===== src/rtl/core/voxel_rotate_project_top_macros.svh =====
// Assertion helpers for the voxel projection core.
`ifndef VOXEL_ROTATE_PROJECT_TOP_MACROS_SVH
`define VOXEL_ROTATE_PROJECT_TOP_MACROS_SVH

`ifndef SYNTHESIS
// same-cycle implication
`define VRP_ASSERT_IMP(label, ante, cons, msg) \
  label: assert property (@(posedge clk) disable iff (rst) (ante) |-> (cons)) else $error(msg);
// next-cycle implication
`define VRP_ASSERT_NXT(label, ante, cons, msg) \
  label: assert property (@(posedge clk) disable iff (rst) (ante) |=> (cons)) else $error(msg);
`else
`define VRP_ASSERT_IMP(label, ante, cons, msg)
`define VRP_ASSERT_NXT(label, ante, cons, msg)
`endif

`endif


===== src/rtl/core/vrp_pkg.sv =====
`timescale 1ns / 1ps
package vrp_pkg;

  localparam int SCREEN_W   = 800;
  localparam int SCREEN_H   = 600;
  localparam int BASE_SCALE = 10;
  localparam int ORIGIN_X   = SCREEN_W / 2;
  localparam int ORIGIN_Y   = SCREEN_H / 2;

  // field widths
  localparam int VOX_W      = 8;
  localparam int DIM_W      = 8;
  localparam int TRIG_W     = 16;
  localparam int COL_W      = 8;
  localparam int CIDX_W     = 4;
  localparam int POS_W      = 14;
  localparam int SIZE_W     = 5;
  localparam int CFG_DATA_W = 16;
  localparam int CFG_IDX_W  = 3;

  // reset values of the registers
  localparam int RST_VOLUME_DIM = 16;
  localparam int RST_COSINE     = 16384;
  localparam int RST_SINE       = 0;

  // centred coordinates in half units, rotated x with weight 2^-15
  localparam int CW     = VOX_W + 2;
  localparam int PROD_W = CW + TRIG_W;
  localparam int RX_W   = PROD_W + 1;

  // scale in Q12.8: SCALE_ONE + floor(SCALE_ONE * z / depth)
  localparam int SCALE_FRAC = 8;
  localparam int SCALE_ONE  = BASE_SCALE * (2 ** SCALE_FRAC);
  localparam int NUM_MAX    = SCALE_ONE * ((2 ** VOX_W) - 1);
  localparam int NUM_W      = $clog2(NUM_MAX + 1);
  localparam int DIV_STEP   = 4;
  localparam int DIV_STAGES = (NUM_W + DIV_STEP - 1) / DIV_STEP;
  localparam int QUO_W      = DIV_STAGES * DIV_STEP;
  localparam int SCALE_W    = $clog2(SCALE_ONE + NUM_MAX + 1);
  localparam int SIZE_INT_W = SCALE_W - SCALE_FRAC;

  localparam int FRAC_X = 23;
  localparam int FRAC_Y = 9;
  localparam int PX_W   = RX_W + SCALE_W + 1;
  localparam int PY_W   = CW + SCALE_W + 1;

  localparam int POS_MAX  = (2 ** (POS_W - 1)) - 1;
  localparam int POS_MIN  = -(2 ** (POS_W - 1));
  localparam int SIZE_MAX = (2 ** SIZE_W) - 1;

  // front, divider stages, then scale, multiply and output stages
  localparam int NSTAGE = DIV_STAGES + 4;

  typedef enum logic [CFG_IDX_W-1:0] {
    REG_VOLUME_WIDTH,
    REG_VOLUME_HEIGHT,
    REG_VOLUME_DEPTH,
    REG_ROT_COSINE,
    REG_ROT_SINE
  } cfg_reg_t;

  typedef struct packed {
    logic [COL_W-1:0] red;
    logic [COL_W-1:0] green;
    logic [COL_W-1:0] blue;
  } rgb_t;

  typedef struct packed {
    logic [DIM_W-1:0]    rem;
    logic [DIV_STEP-1:0] quo;
  } div_res_t;

  // restoring division, DIV_STEP quotient bits; rem_in < den on entry
  function automatic div_res_t div_step(input logic [DIM_W-1:0] rem_in,
                                        input logic [DIV_STEP-1:0] bits,
                                        input logic [DIM_W-1:0] den);
    div_res_t res;
    logic [DIM_W:0] trial;
    logic [DIM_W-1:0] rem;
    rem = rem_in;
    res.quo = '0;
    for (int i = DIV_STEP - 1; i >= 0; i--) begin
      trial = {rem, bits[i]};
      if (trial >= {1'b0, den}) begin
        res.quo[i] = 1'b1;
        trial = trial - {1'b0, den};
      end
      rem = trial[DIM_W-1:0];
    end
    res.rem = rem;
    return res;
  endfunction

  // 16-colour VGA palette
  function automatic rgb_t palette_lookup(input logic [CIDX_W-1:0] idx);
    rgb_t c;
    case (idx)
      4'd0:    c = {8'h00, 8'h00, 8'h00};
      4'd1:    c = {8'h00, 8'h00, 8'hAA};
      4'd2:    c = {8'h00, 8'hAA, 8'h00};
      4'd3:    c = {8'h00, 8'hAA, 8'hAA};
      4'd4:    c = {8'hAA, 8'h00, 8'h00};
      4'd5:    c = {8'hAA, 8'h00, 8'hAA};
      4'd6:    c = {8'hAA, 8'h55, 8'h00};
      4'd7:    c = {8'hAA, 8'hAA, 8'hAA};
      4'd8:    c = {8'h55, 8'h55, 8'h55};
      4'd9:    c = {8'h55, 8'h55, 8'hFF};
      4'd10:   c = {8'h55, 8'hFF, 8'h55};
      4'd11:   c = {8'h55, 8'hFF, 8'hFF};
      4'd12:   c = {8'hFF, 8'h55, 8'h55};
      4'd13:   c = {8'hFF, 8'h55, 8'hFF};
      4'd14:   c = {8'hFF, 8'hFF, 8'h55};
      4'd15:   c = {8'hFF, 8'hFF, 8'hFF};
      default: c = {8'h00, 8'h00, 8'h00};
    endcase
    return c;
  endfunction

endpackage


===== src/rtl/core/vrp_if.sv =====
`timescale 1ns / 1ps
interface vrp_vox_if;
  import vrp_pkg::*;
  logic             valid;
  logic             ready;
  logic [VOX_W-1:0] vox_x;
  logic [VOX_W-1:0] vox_y;
  logic [VOX_W-1:0] vox_z;
  logic [COL_W-1:0] voxel_color;

  modport source (output valid, vox_x, vox_y, vox_z, voxel_color, input ready);
  modport sink   (input valid, vox_x, vox_y, vox_z, voxel_color, output ready);
endinterface

interface vrp_proj_if;
  import vrp_pkg::*;
  logic                    valid;
  logic                    ready;
  logic signed [POS_W-1:0] pos_x;
  logic signed [POS_W-1:0] pos_y;
  logic [SIZE_W-1:0]       square_size;
  logic [COL_W-1:0]        red;
  logic [COL_W-1:0]        green;
  logic [COL_W-1:0]        blue;

  modport source (output valid, pos_x, pos_y, square_size, red, green, blue, input ready);
  modport sink   (input valid, pos_x, pos_y, square_size, red, green, blue, output ready);
endinterface


===== src/rtl/core/vrp_front.sv =====
`timescale 1ns / 1ps
module vrp_front (
  input  logic                           clk,
  input  logic                           load,
  input  logic [vrp_pkg::VOX_W-1:0]      vox_x,
  input  logic [vrp_pkg::VOX_W-1:0]      vox_y,
  input  logic [vrp_pkg::VOX_W-1:0]      vox_z,
  input  logic [vrp_pkg::COL_W-1:0]      voxel_color,
  input  logic [vrp_pkg::DIM_W-1:0]      vol_width,
  input  logic [vrp_pkg::DIM_W-1:0]      vol_height,
  input  logic [vrp_pkg::DIM_W-1:0]      vol_depth,
  output logic signed [vrp_pkg::CW-1:0]  cx,
  output logic signed [vrp_pkg::CW-1:0]  cy,
  output logic signed [vrp_pkg::CW-1:0]  cz,
  output logic [vrp_pkg::QUO_W-1:0]      num,
  output logic [vrp_pkg::CIDX_W-1:0]     cidx
);
  import vrp_pkg::*;

  always_ff @(posedge clk) begin
    if (load) begin
      cx   <= $signed({1'b0, vox_x, 1'b0}) - $signed({2'b00, vol_width});
      cy   <= $signed({1'b0, vox_y, 1'b0}) - $signed({2'b00, vol_height});
      cz   <= $signed({1'b0, vox_z, 1'b0}) - $signed({2'b00, vol_depth});
      // dividend for the depth factor, a constant multiply
      num  <= QUO_W'(vox_z) * QUO_W'(SCALE_ONE);
      cidx <= voxel_color[CIDX_W-1:0];
    end
  end

endmodule


===== src/rtl/core/vrp_rotate.sv =====
`timescale 1ns / 1ps
module vrp_rotate (
  input  logic                              clk,
  input  logic [vrp_pkg::NSTAGE-1:0]        load,
  input  logic signed [vrp_pkg::CW-1:0]     cx,
  input  logic signed [vrp_pkg::CW-1:0]     cy,
  input  logic signed [vrp_pkg::CW-1:0]     cz,
  input  logic [vrp_pkg::CIDX_W-1:0]        cidx,
  input  logic signed [vrp_pkg::TRIG_W-1:0] cosv,
  input  logic signed [vrp_pkg::TRIG_W-1:0] sinv,
  output logic signed [vrp_pkg::RX_W-1:0]   rx_out,
  output logic signed [vrp_pkg::CW-1:0]     cy_out,
  output logic [vrp_pkg::CIDX_W-1:0]        cidx_out
);
  import vrp_pkg::*;

  logic signed [PROD_W-1:0] pc;
  logic signed [PROD_W-1:0] ps;
  logic signed [CW-1:0]     cy_d   [1:DIV_STAGES];
  logic [CIDX_W-1:0]        cidx_d [1:DIV_STAGES];
  logic signed [RX_W-1:0]   rx_d   [2:DIV_STAGES];

  always_ff @(posedge clk) begin
    if (load[1]) begin
      pc        <= cx * cosv;
      ps        <= cz * sinv;
      cy_d[1]   <= cy;
      cidx_d[1] <= cidx;
    end
    if (load[2]) begin
      rx_d[2] <= RX_W'(pc) - RX_W'(ps);
    end
    for (int s = 2; s <= DIV_STAGES; s++) begin
      if (load[s]) begin
        cy_d[s]   <= cy_d[s-1];
        cidx_d[s] <= cidx_d[s-1];
      end
    end
    // wait alongside the divider
    for (int s = 3; s <= DIV_STAGES; s++) begin
      if (load[s]) begin
        rx_d[s] <= rx_d[s-1];
      end
    end
  end

  assign rx_out   = rx_d[DIV_STAGES];
  assign cy_out   = cy_d[DIV_STAGES];
  assign cidx_out = cidx_d[DIV_STAGES];

endmodule


===== src/rtl/core/vrp_divider.sv =====
`timescale 1ns / 1ps
module vrp_divider (
  input  logic                         clk,
  input  logic [vrp_pkg::NSTAGE-1:0]   load,
  input  logic [vrp_pkg::QUO_W-1:0]    num,
  input  logic [vrp_pkg::DIM_W-1:0]    den,
  output logic [vrp_pkg::QUO_W-1:0]    quo
);
  import vrp_pkg::*;

  logic [DIM_W-1:0] rem_d [1:DIV_STAGES-1];
  logic [QUO_W-1:0] num_d [1:DIV_STAGES-1];
  logic [QUO_W-1:0] quo_d [1:DIV_STAGES];

  for (genvar s = 1; s <= DIV_STAGES; s++) begin : g_stage
    localparam int HI = QUO_W - 1 - (s - 1) * DIV_STEP;
    logic [DIM_W-1:0] rem_in;
    logic [QUO_W-1:0] num_in;
    logic [QUO_W-1:0] quo_in;
    logic [QUO_W-1:0] quo_new;
    div_res_t         res;

    if (s == 1) begin : g_first
      assign rem_in = '0;
      assign num_in = num;
      assign quo_in = '0;
    end else begin : g_next
      assign rem_in = rem_d[s-1];
      assign num_in = num_d[s-1];
      assign quo_in = quo_d[s-1];
    end

    assign res = div_step(rem_in, num_in[HI -: DIV_STEP], den);

    always_comb begin
      quo_new = quo_in;
      quo_new[HI -: DIV_STEP] = res.quo;
    end

    always_ff @(posedge clk) begin
      if (load[s]) begin
        quo_d[s] <= quo_new;
      end
    end

    // last stage keeps only the quotient
    if (s < DIV_STAGES) begin : g_carry
      always_ff @(posedge clk) begin
        if (load[s]) begin
          rem_d[s] <= res.rem;
          num_d[s] <= num_in;
        end
      end
    end
  end

  assign quo = quo_d[DIV_STAGES];

endmodule


===== src/rtl/core/vrp_project.sv =====
`timescale 1ns / 1ps
module vrp_project (
  input  logic                              clk,
  input  logic [vrp_pkg::NSTAGE-1:0]        load,
  input  logic [vrp_pkg::QUO_W-1:0]         quo,
  input  logic signed [vrp_pkg::RX_W-1:0]   rx,
  input  logic signed [vrp_pkg::CW-1:0]     cy,
  input  logic [vrp_pkg::CIDX_W-1:0]        cidx,
  output logic signed [vrp_pkg::POS_W-1:0]  pos_x,
  output logic signed [vrp_pkg::POS_W-1:0]  pos_y,
  output logic [vrp_pkg::SIZE_W-1:0]        square_size,
  output logic [vrp_pkg::COL_W-1:0]         red,
  output logic [vrp_pkg::COL_W-1:0]         green,
  output logic [vrp_pkg::COL_W-1:0]         blue
);
  import vrp_pkg::*;

  localparam int ST_A = DIV_STAGES + 1;
  localparam int ST_B = DIV_STAGES + 2;
  localparam int ST_C = DIV_STAGES + 3;

  localparam logic signed [PX_W-1:0] OFF_X  = PX_W'(ORIGIN_X) << FRAC_X;
  localparam logic signed [PY_W-1:0] OFF_Y  = PY_W'(ORIGIN_Y) << FRAC_Y;
  localparam logic signed [PX_W-1:0] BIAS_X = (PX_W'(1) << FRAC_X) - PX_W'(1);
  localparam logic signed [PY_W-1:0] BIAS_Y = (PY_W'(1) << FRAC_Y) - PY_W'(1);
  localparam logic signed [PX_W-1:0] HI_X   = PX_W'(POS_MAX);
  localparam logic signed [PX_W-1:0] LO_X   = PX_W'(POS_MIN);
  localparam logic signed [PY_W-1:0] HI_Y   = PY_W'(POS_MAX);
  localparam logic signed [PY_W-1:0] LO_Y   = PY_W'(POS_MIN);

  // stage A: scale and square size
  logic [SCALE_W-1:0]    scale_c;
  logic [SIZE_INT_W-1:0] size_int;
  logic [SIZE_W-1:0]     size_c;
  logic [SCALE_W-1:0]    scale_a;
  logic [SIZE_W-1:0]     size_a;
  logic signed [RX_W-1:0] rx_a;
  logic signed [CW-1:0]   cy_a;
  logic [CIDX_W-1:0]      cidx_a;

  assign scale_c  = SCALE_W'(SCALE_ONE) + SCALE_W'(quo);
  assign size_int = scale_c[SCALE_W-1:SCALE_FRAC];
  assign size_c   = (size_int > SIZE_INT_W'(SIZE_MAX)) ? SIZE_W'(SIZE_MAX)
                                                       : size_int[SIZE_W-1:0];

  // stage B: products
  logic signed [PX_W-1:0] prod_x;
  logic signed [PY_W-1:0] prod_y;
  logic [SIZE_W-1:0]      size_b;
  logic [CIDX_W-1:0]      cidx_b;

  // stage C: offset, truncate toward zero, saturate
  logic signed [PX_W-1:0]  sum_x;
  logic signed [PX_W-1:0]  tr_x;
  logic signed [PY_W-1:0]  sum_y;
  logic signed [PY_W-1:0]  tr_y;
  logic signed [POS_W-1:0] pos_x_c;
  logic signed [POS_W-1:0] pos_y_c;
  rgb_t                    rgb_c;

  assign sum_x = prod_x + OFF_X;
  assign sum_y = prod_y + OFF_Y;
  assign tr_x  = (sum_x[PX_W-1] ? sum_x + BIAS_X : sum_x) >>> FRAC_X;
  assign tr_y  = (sum_y[PY_W-1] ? sum_y + BIAS_Y : sum_y) >>> FRAC_Y;

  assign pos_x_c = (tr_x > HI_X) ? POS_W'(POS_MAX) :
                   (tr_x < LO_X) ? POS_W'(POS_MIN) : tr_x[POS_W-1:0];
  assign pos_y_c = (tr_y > HI_Y) ? POS_W'(POS_MAX) :
                   (tr_y < LO_Y) ? POS_W'(POS_MIN) : tr_y[POS_W-1:0];

  assign rgb_c = palette_lookup(cidx_b);

  always_ff @(posedge clk) begin
    if (load[ST_A]) begin
      scale_a <= scale_c;
      size_a  <= size_c;
      rx_a    <= rx;
      cy_a    <= cy;
      cidx_a  <= cidx;
    end
    if (load[ST_B]) begin
      prod_x <= rx_a * $signed({1'b0, scale_a});
      prod_y <= cy_a * $signed({1'b0, scale_a});
      size_b <= size_a;
      cidx_b <= cidx_a;
    end
    if (load[ST_C]) begin
      pos_x       <= pos_x_c;
      pos_y       <= pos_y_c;
      square_size <= size_b;
      red         <= rgb_c.red;
      green       <= rgb_c.green;
      blue        <= rgb_c.blue;
    end
  end

endmodule


===== src/rtl/core/voxel_rotate_project_top.sv =====
// Channel  Dir  Handshake    Payload
// vox      in   valid/ready  vox_x, vox_y, vox_z, voxel_color
// proj     out  valid/ready  pos_x, pos_y, square_size, red, green, blue
// cfg      in   cfg_we       cfg_index, cfg_data (write only)
//
// One item per cycle sustained while proj.ready stays high; stages from acceptance to proj.valid:
// front, five divider stages (4 quotient bits each), scale, multiply, output.
// Empty voxels (colour 0) are taken and dropped at the front stage.
// Reset (rst, synchronous) clears the stage valid bits and loads register defaults.
// Each stage holds while full and blocked; bubbles close up, so vox.ready
// drops only when every stage holds an item.
`timescale 1ns / 1ps
`include "voxel_rotate_project_top_macros.svh"
module voxel_rotate_project_top (
  input  logic                               clk,
  input  logic                               rst,
  input  logic                               cfg_we,
  input  logic [vrp_pkg::CFG_IDX_W-1:0]      cfg_index,
  input  logic [vrp_pkg::CFG_DATA_W-1:0]     cfg_data,
  vrp_vox_if.sink                            vox,
  vrp_proj_if.source                         proj
);
  import vrp_pkg::*;

  logic [DIM_W-1:0]         vol_width;
  logic [DIM_W-1:0]         vol_height;
  logic [DIM_W-1:0]         vol_depth;
  logic [DIM_W-1:0]         depth_eff;
  logic signed [TRIG_W-1:0] rot_cos;
  logic signed [TRIG_W-1:0] rot_sin;

  logic [NSTAGE-1:0] vld;
  logic [NSTAGE-1:0] ready;

  logic signed [CW-1:0]   cx_f;
  logic signed [CW-1:0]   cy_f;
  logic signed [CW-1:0]   cz_f;
  logic [QUO_W-1:0]       num_f;
  logic [CIDX_W-1:0]      cidx_f;
  logic signed [RX_W-1:0] rx_r;
  logic signed [CW-1:0]   cy_r;
  logic [CIDX_W-1:0]      cidx_r;
  logic [QUO_W-1:0]       quo;

  always_ff @(posedge clk) begin
    if (rst) begin
      vol_width  <= DIM_W'(RST_VOLUME_DIM);
      vol_height <= DIM_W'(RST_VOLUME_DIM);
      vol_depth  <= DIM_W'(RST_VOLUME_DIM);
      rot_cos    <= TRIG_W'(RST_COSINE);
      rot_sin    <= TRIG_W'(RST_SINE);
    end else if (cfg_we) begin
      case (cfg_index)
        REG_VOLUME_WIDTH:  vol_width  <= cfg_data[DIM_W-1:0];
        REG_VOLUME_HEIGHT: vol_height <= cfg_data[DIM_W-1:0];
        REG_VOLUME_DEPTH:  vol_depth  <= cfg_data[DIM_W-1:0];
        REG_ROT_COSINE:    rot_cos    <= cfg_data[TRIG_W-1:0];
        REG_ROT_SINE:      rot_sin    <= cfg_data[TRIG_W-1:0];
        default: ;
      endcase
    end
  end

  // zero depth behaves as one
  assign depth_eff = (vol_depth == '0) ? DIM_W'(1) : vol_depth;

  // a stage loads when empty or when its successor loads
  assign ready[NSTAGE-1] = !vld[NSTAGE-1] || proj.ready;
  for (genvar i = 0; i < NSTAGE - 1; i++) begin : g_ready
    assign ready[i] = !vld[i] || ready[i+1];
  end

  always_ff @(posedge clk) begin
    if (rst) begin
      vld <= '0;
    end else begin
      if (ready[0]) begin
        vld[0] <= vox.valid && (vox.voxel_color != '0);
      end
      for (int i = 1; i < NSTAGE; i++) begin
        if (ready[i]) begin
          vld[i] <= vld[i-1];
        end
      end
    end
  end

  assign vox.ready  = ready[0];
  assign proj.valid = vld[NSTAGE-1];

  vrp_front u_front (
    .clk         (clk),
    .load        (ready[0]),
    .vox_x       (vox.vox_x),
    .vox_y       (vox.vox_y),
    .vox_z       (vox.vox_z),
    .voxel_color (vox.voxel_color),
    .vol_width   (vol_width),
    .vol_height  (vol_height),
    .vol_depth   (depth_eff),
    .cx          (cx_f),
    .cy          (cy_f),
    .cz          (cz_f),
    .num         (num_f),
    .cidx        (cidx_f)
  );

  vrp_rotate u_rotate (
    .clk      (clk),
    .load     (ready),
    .cx       (cx_f),
    .cy       (cy_f),
    .cz       (cz_f),
    .cidx     (cidx_f),
    .cosv     (rot_cos),
    .sinv     (rot_sin),
    .rx_out   (rx_r),
    .cy_out   (cy_r),
    .cidx_out (cidx_r)
  );

  vrp_divider u_divider (
    .clk  (clk),
    .load (ready),
    .num  (num_f),
    .den  (depth_eff),
    .quo  (quo)
  );

  vrp_project u_project (
    .clk         (clk),
    .load        (ready),
    .quo         (quo),
    .rx          (rx_r),
    .cy          (cy_r),
    .cidx        (cidx_r),
    .pos_x       (proj.pos_x),
    .pos_y       (proj.pos_y),
    .square_size (proj.square_size),
    .red         (proj.red),
    .green       (proj.green),
    .blue        (proj.blue)
  );

  `VRP_ASSERT_NXT(a_empty_dropped, vox.valid && vox.ready && (vox.voxel_color == '0), !vld[0], "empty voxel entered the pipeline")
  `VRP_ASSERT_IMP(a_block_only_full, !vox.ready, &vld, "input blocked with a free stage")
  `VRP_ASSERT_IMP(a_size_floor, proj.valid, (proj.square_size >= SIZE_W'(BASE_SCALE)) || (proj.square_size == SIZE_W'(SIZE_MAX)), "square size below base scale")

endmodule

===== src/flat_wrapper.sv =====
// flat-port wrapper written by rule: the top's interface ports become plain ports
module voxel_rotate_project_top_flat import vrp_pkg::*;
  (clk, rst, cfg_we, cfg_index, cfg_data, vox_valid, vox_vox_x, vox_vox_y, vox_vox_z, vox_voxel_color, vox_ready, proj_valid, proj_pos_x, proj_pos_y, proj_square_size, proj_red, proj_green, proj_blue, proj_ready);
  vrp_vox_if vox_i ();
  vrp_proj_if proj_i ();
  input  logic clk;
  input  logic rst;
  input  logic cfg_we;
  input  logic [vrp_pkg::CFG_IDX_W-1:0] cfg_index;
  input  logic [vrp_pkg::CFG_DATA_W-1:0] cfg_data;
  input wire logic [$bits(vox_i.valid)-1:0] vox_valid;
  input wire logic [$bits(vox_i.vox_x)-1:0] vox_vox_x;
  input wire logic [$bits(vox_i.vox_y)-1:0] vox_vox_y;
  input wire logic [$bits(vox_i.vox_z)-1:0] vox_vox_z;
  input wire logic [$bits(vox_i.voxel_color)-1:0] vox_voxel_color;
  output wire logic [$bits(vox_i.ready)-1:0] vox_ready;
  output wire logic [$bits(proj_i.valid)-1:0] proj_valid;
  output wire logic [$bits(proj_i.pos_x)-1:0] proj_pos_x;
  output wire logic [$bits(proj_i.pos_y)-1:0] proj_pos_y;
  output wire logic [$bits(proj_i.square_size)-1:0] proj_square_size;
  output wire logic [$bits(proj_i.red)-1:0] proj_red;
  output wire logic [$bits(proj_i.green)-1:0] proj_green;
  output wire logic [$bits(proj_i.blue)-1:0] proj_blue;
  input wire logic [$bits(proj_i.ready)-1:0] proj_ready;
  assign vox_i.valid = vox_valid;
  assign vox_i.vox_x = vox_vox_x;
  assign vox_i.vox_y = vox_vox_y;
  assign vox_i.vox_z = vox_vox_z;
  assign vox_i.voxel_color = vox_voxel_color;
  assign vox_ready = vox_i.ready;
  assign proj_valid = proj_i.valid;
  assign proj_pos_x = proj_i.pos_x;
  assign proj_pos_y = proj_i.pos_y;
  assign proj_square_size = proj_i.square_size;
  assign proj_red = proj_i.red;
  assign proj_green = proj_i.green;
  assign proj_blue = proj_i.blue;
  assign proj_i.ready = proj_ready;
  voxel_rotate_project_top u_core (.clk(clk), .rst(rst), .cfg_we(cfg_we), .cfg_index(cfg_index), .cfg_data(cfg_data), .vox(vox_i), .proj(proj_i));
endmodule

===== config.mk =====
export PLATFORM = sky130hd
export DESIGN_NAME = voxel_rotate_project_top_flat
export DESIGN_NICKNAME = d
export VERILOG_FILES = /design/src/rtl/core/vrp_pkg.sv /design/src/rtl/core/vrp_if.sv /design/src/rtl/core/vrp_front.sv /design/src/rtl/core/vrp_rotate.sv /design/src/rtl/core/vrp_divider.sv /design/src/rtl/core/vrp_project.sv /design/src/rtl/core/voxel_rotate_project_top.sv /design/src/flat_wrapper.sv
export VERILOG_INCLUDE_DIRS = /design/src /design/src/rtl/core
export SDC_FILE = /design/constraint.sdc
export NUM_CORES = 2
export LEC_CHECK = 0
export ABC_AREA = 1
export BUFFER_PORTS_ARGS = -buffer_cell sky130_fd_sc_hd__buf_2
export CORE_UTILIZATION = 66
export DETAILED_ROUTE_END_ITERATION = 10
export PLACE_DENSITY = 0.79
export SETUP_SLACK_MARGIN = 0.02
export SLEW_MARGIN = 40
export SYNTH_ARGS = -nofsm -noshare
export SYNTH_HDL_FRONTEND = slang
export SYNTH_HIERARCHICAL = 1
export SYNTH_SLANG_ARGS = --single-unit

===== constraint.sdc =====
create_clock -name clk -period 8.8 [get_ports clk]
set_input_delay 0 -clock clk [delete_from_list [all_inputs] [get_ports clk]]
set_output_delay 0 -clock clk [all_outputs]
set_load 0.05 [all_outputs]

==> run metrics <==
Final Cycle Share 90.3%; Setup crit end kind flip-flop; Final GP Congestion 0.935; Num CTS Buffers 74; nets 11100; Setup CP Type reg -> reg; P&R area growth vs syn 6.39%; number of setup violations in the final report 0; post_cts resized 0; RSZ-0062 raised after global routing no; maximum buffer depth of the clock tree 3; Mean Syn Cell Area 8.19 um2; DIE AREA 0.119 mm2; dpl hpwl 142000 um; vias in the first global route 62300; Placed Instances 10900; met2 GRT Util 55.6%; DR vias 59300; initial core utilization 66.6%; mapped cell area 0.0775 mm2; WP data arrival 8330 ps; clock latency on the worst-skew pair 670 ps; synth cell count leaders nand2_1, inv_1, fa_1; grt peak-use layer met2; DR pass1 iterations 7; final setup skew 46.2 ps; flops & latches, synth 664; row count 125; WL/cell 16.0 um; Synth area leader fa_1; drt initial violations 3999; TritonCTS clock tree done; initial antenna violation count 1; fraction of layout instances using a drive strength above 1 5.68%; crit-path most repeated cell nand2_1; clk slew on worst S/H paths 70 ps; setup repair bufs after CTS 0; DIE WIDTH 345 um; worst path required time 9180 ps; vias per inst 5.35; total grt overflow 0; H-tree levels 3; register area share after synthesis 24.9%; fin util 70.9%; FMAX 126 MHz; worst slew pin tran 892 ps; hold_ws 67.7 ps; Fin Setup TNS 0 ps; Synth Flop Type edfxtp_1; cells after synthesis 9458; met3 usage 3.94%; Antenna Nets Post-Route 0; Setup crit start kind flip-flop; IO Count 115; Final min period 7950 ps; EDFF count, synth 599; pin count of the biggest net entering global routing 74; slew margin rel. 40.6%; Root Buffer clkbuf_16; largest fanout on the critical path 15; top-area cell type share of the netlist area 25.5%; slowest stage cell, crit path o21ai_0; CORE AREA 0.116 mm2; Layout Cells excl Fill 11100; Cell variety after synth 66; Post-synth ARST share 0%; GRT Total Usage 31.1%; WL final 177000 um; Final Hold Viols 0; cts-stage hold buffer count 69; synth warn 6; Remaining DRCs 0; met1 usage 38.3%; largest cells by area after synthesis fa_1, edfxtp_1, nand2_1, inv_1, ha_1; # port buffers 114; first-pass GRT wire length 298000 um; number of max-cap violations 0; Slew Limit Fails 0; clock tree sinks 664; worst min-delay path category in -> reg; Die Height 345 um; crit-path max cell delay 510 ps; status completed; count leader, synth nand2_1
## worst paths after layout
kind                                    startpoint                                      end  slack [ps]  cells past startpoint
max               u_core/vol_depth[4]$_SDFFE_PP1P_  u_core/u_divider/rem_d[0][26]$_DFFE_PP_         850                     39
min                                   vox_vox_y[1]           u_core/u_front/cy[2]$_DFFE_PP_          70                      3
max reg2reg       u_core/vol_depth[4]$_SDFFE_PP1P_  u_core/u_divider/rem_d[0][26]$_DFFE_PP_         850                     39
min reg2reg  u_core/u_rotate/cy_d[0][26]$_DFFE_PP_    u_core/u_rotate/cy_d[0][36]$_DFFE_PP_         410                      0
## stage by stage
stage | instance area [um2] | setup WS (ps)
after floorplan | 77500 | 1070
after global placement | 79000 | 1280
after detailed placement | 79100 | 1010
after CTS | 82300 | 992
after global routing | 82500 | 47.8
final | 82500 | 853
## placed cells by master (no fill, tap or decap), drive strengths merged, types with 16 or more instances in the layout
cell         instances
a21oi              289
nand4               86
o21a                19
nor3                41
o21ai              192
inv               2364
nor2               589
fa                 989
xnor2               81
ha                 551
nand3              344
or2                 46
buf                211
edfxtp             599
xor2               169
a21o                16
nand2             2578
clkinv              26
clkbuf              92
dlygate4sd3         69
nand3b              29
dfxtp               65
## logic make-up after synthesis
kind of cell | share of synthesized area (%)
compound gates | 4.11
xor+xnor | 2.84
fa+ha+maj | 34.4
buf+inv | 13.5
flops | 24.9
other cells | 0.00484
simple gates | 20.2
## layout make-up
class,instances,area [um2]
fill,8940,33900
inverter,2359,8860
antenna,1,2.50
sequential,664,19300
multi-input combinational,6111,47800
clock inverter,43,508
clock buffer,92,1980
tap,1524,1910
timing repair buffer,280,2110
## registers in the layout, indices dropped and copies added, names as in the netlist, 9 cells and up
name                      flops
u_core/rot_sin               16
u_core/u_project/rx_a        27
u_core/u_front/cx            10
u_core/u_front/num           11
u_core/u_project/prod_y      31
u_core/u_project/cy_a        10
u_core/u_divider/quo_d       60
u_core/u_front/cy            10
u_core/u_project/pos_y       14
u_core/u_rotate/cy_d         50
u_core/u_rotate/pc           26
u_core/u_project/pos_x       14
u_core/u_project/scale_a     20
u_core/u_rotate/ps           26
u_core/u_project/prod_x      48
u_core/u_rotate/rx_d        108
u_core/u_front/cz            10
u_core/u_rotate/cidx_d       20
u_core/u_divider/num_d       40
u_core/rot_cos               16
u_core/vld                    9
u_core/u_divider/rem_d       32
## critical path, delay by kind of cell, from the launching register on
kind                       cells  cell delay (ps)
AOI/OAI and AO/OA             12             2850
buffers and inverters          4              490
adders and majority gates      4             1430
and+or+nand+nor               19             2440
DFF                            1              440
## layer usage
layer | routed length [um] | share of wire (%)
met1 | 71200 | 40
met2 | 88500 | 50
met3 | 10600 | 5.9
met4 | 7150 | 4.0
met5 | 0 | 0
Power is left out: the tool's default activity adds up to more than one toggle a clock period on the data nets, which glitch-free logic cannot reach.
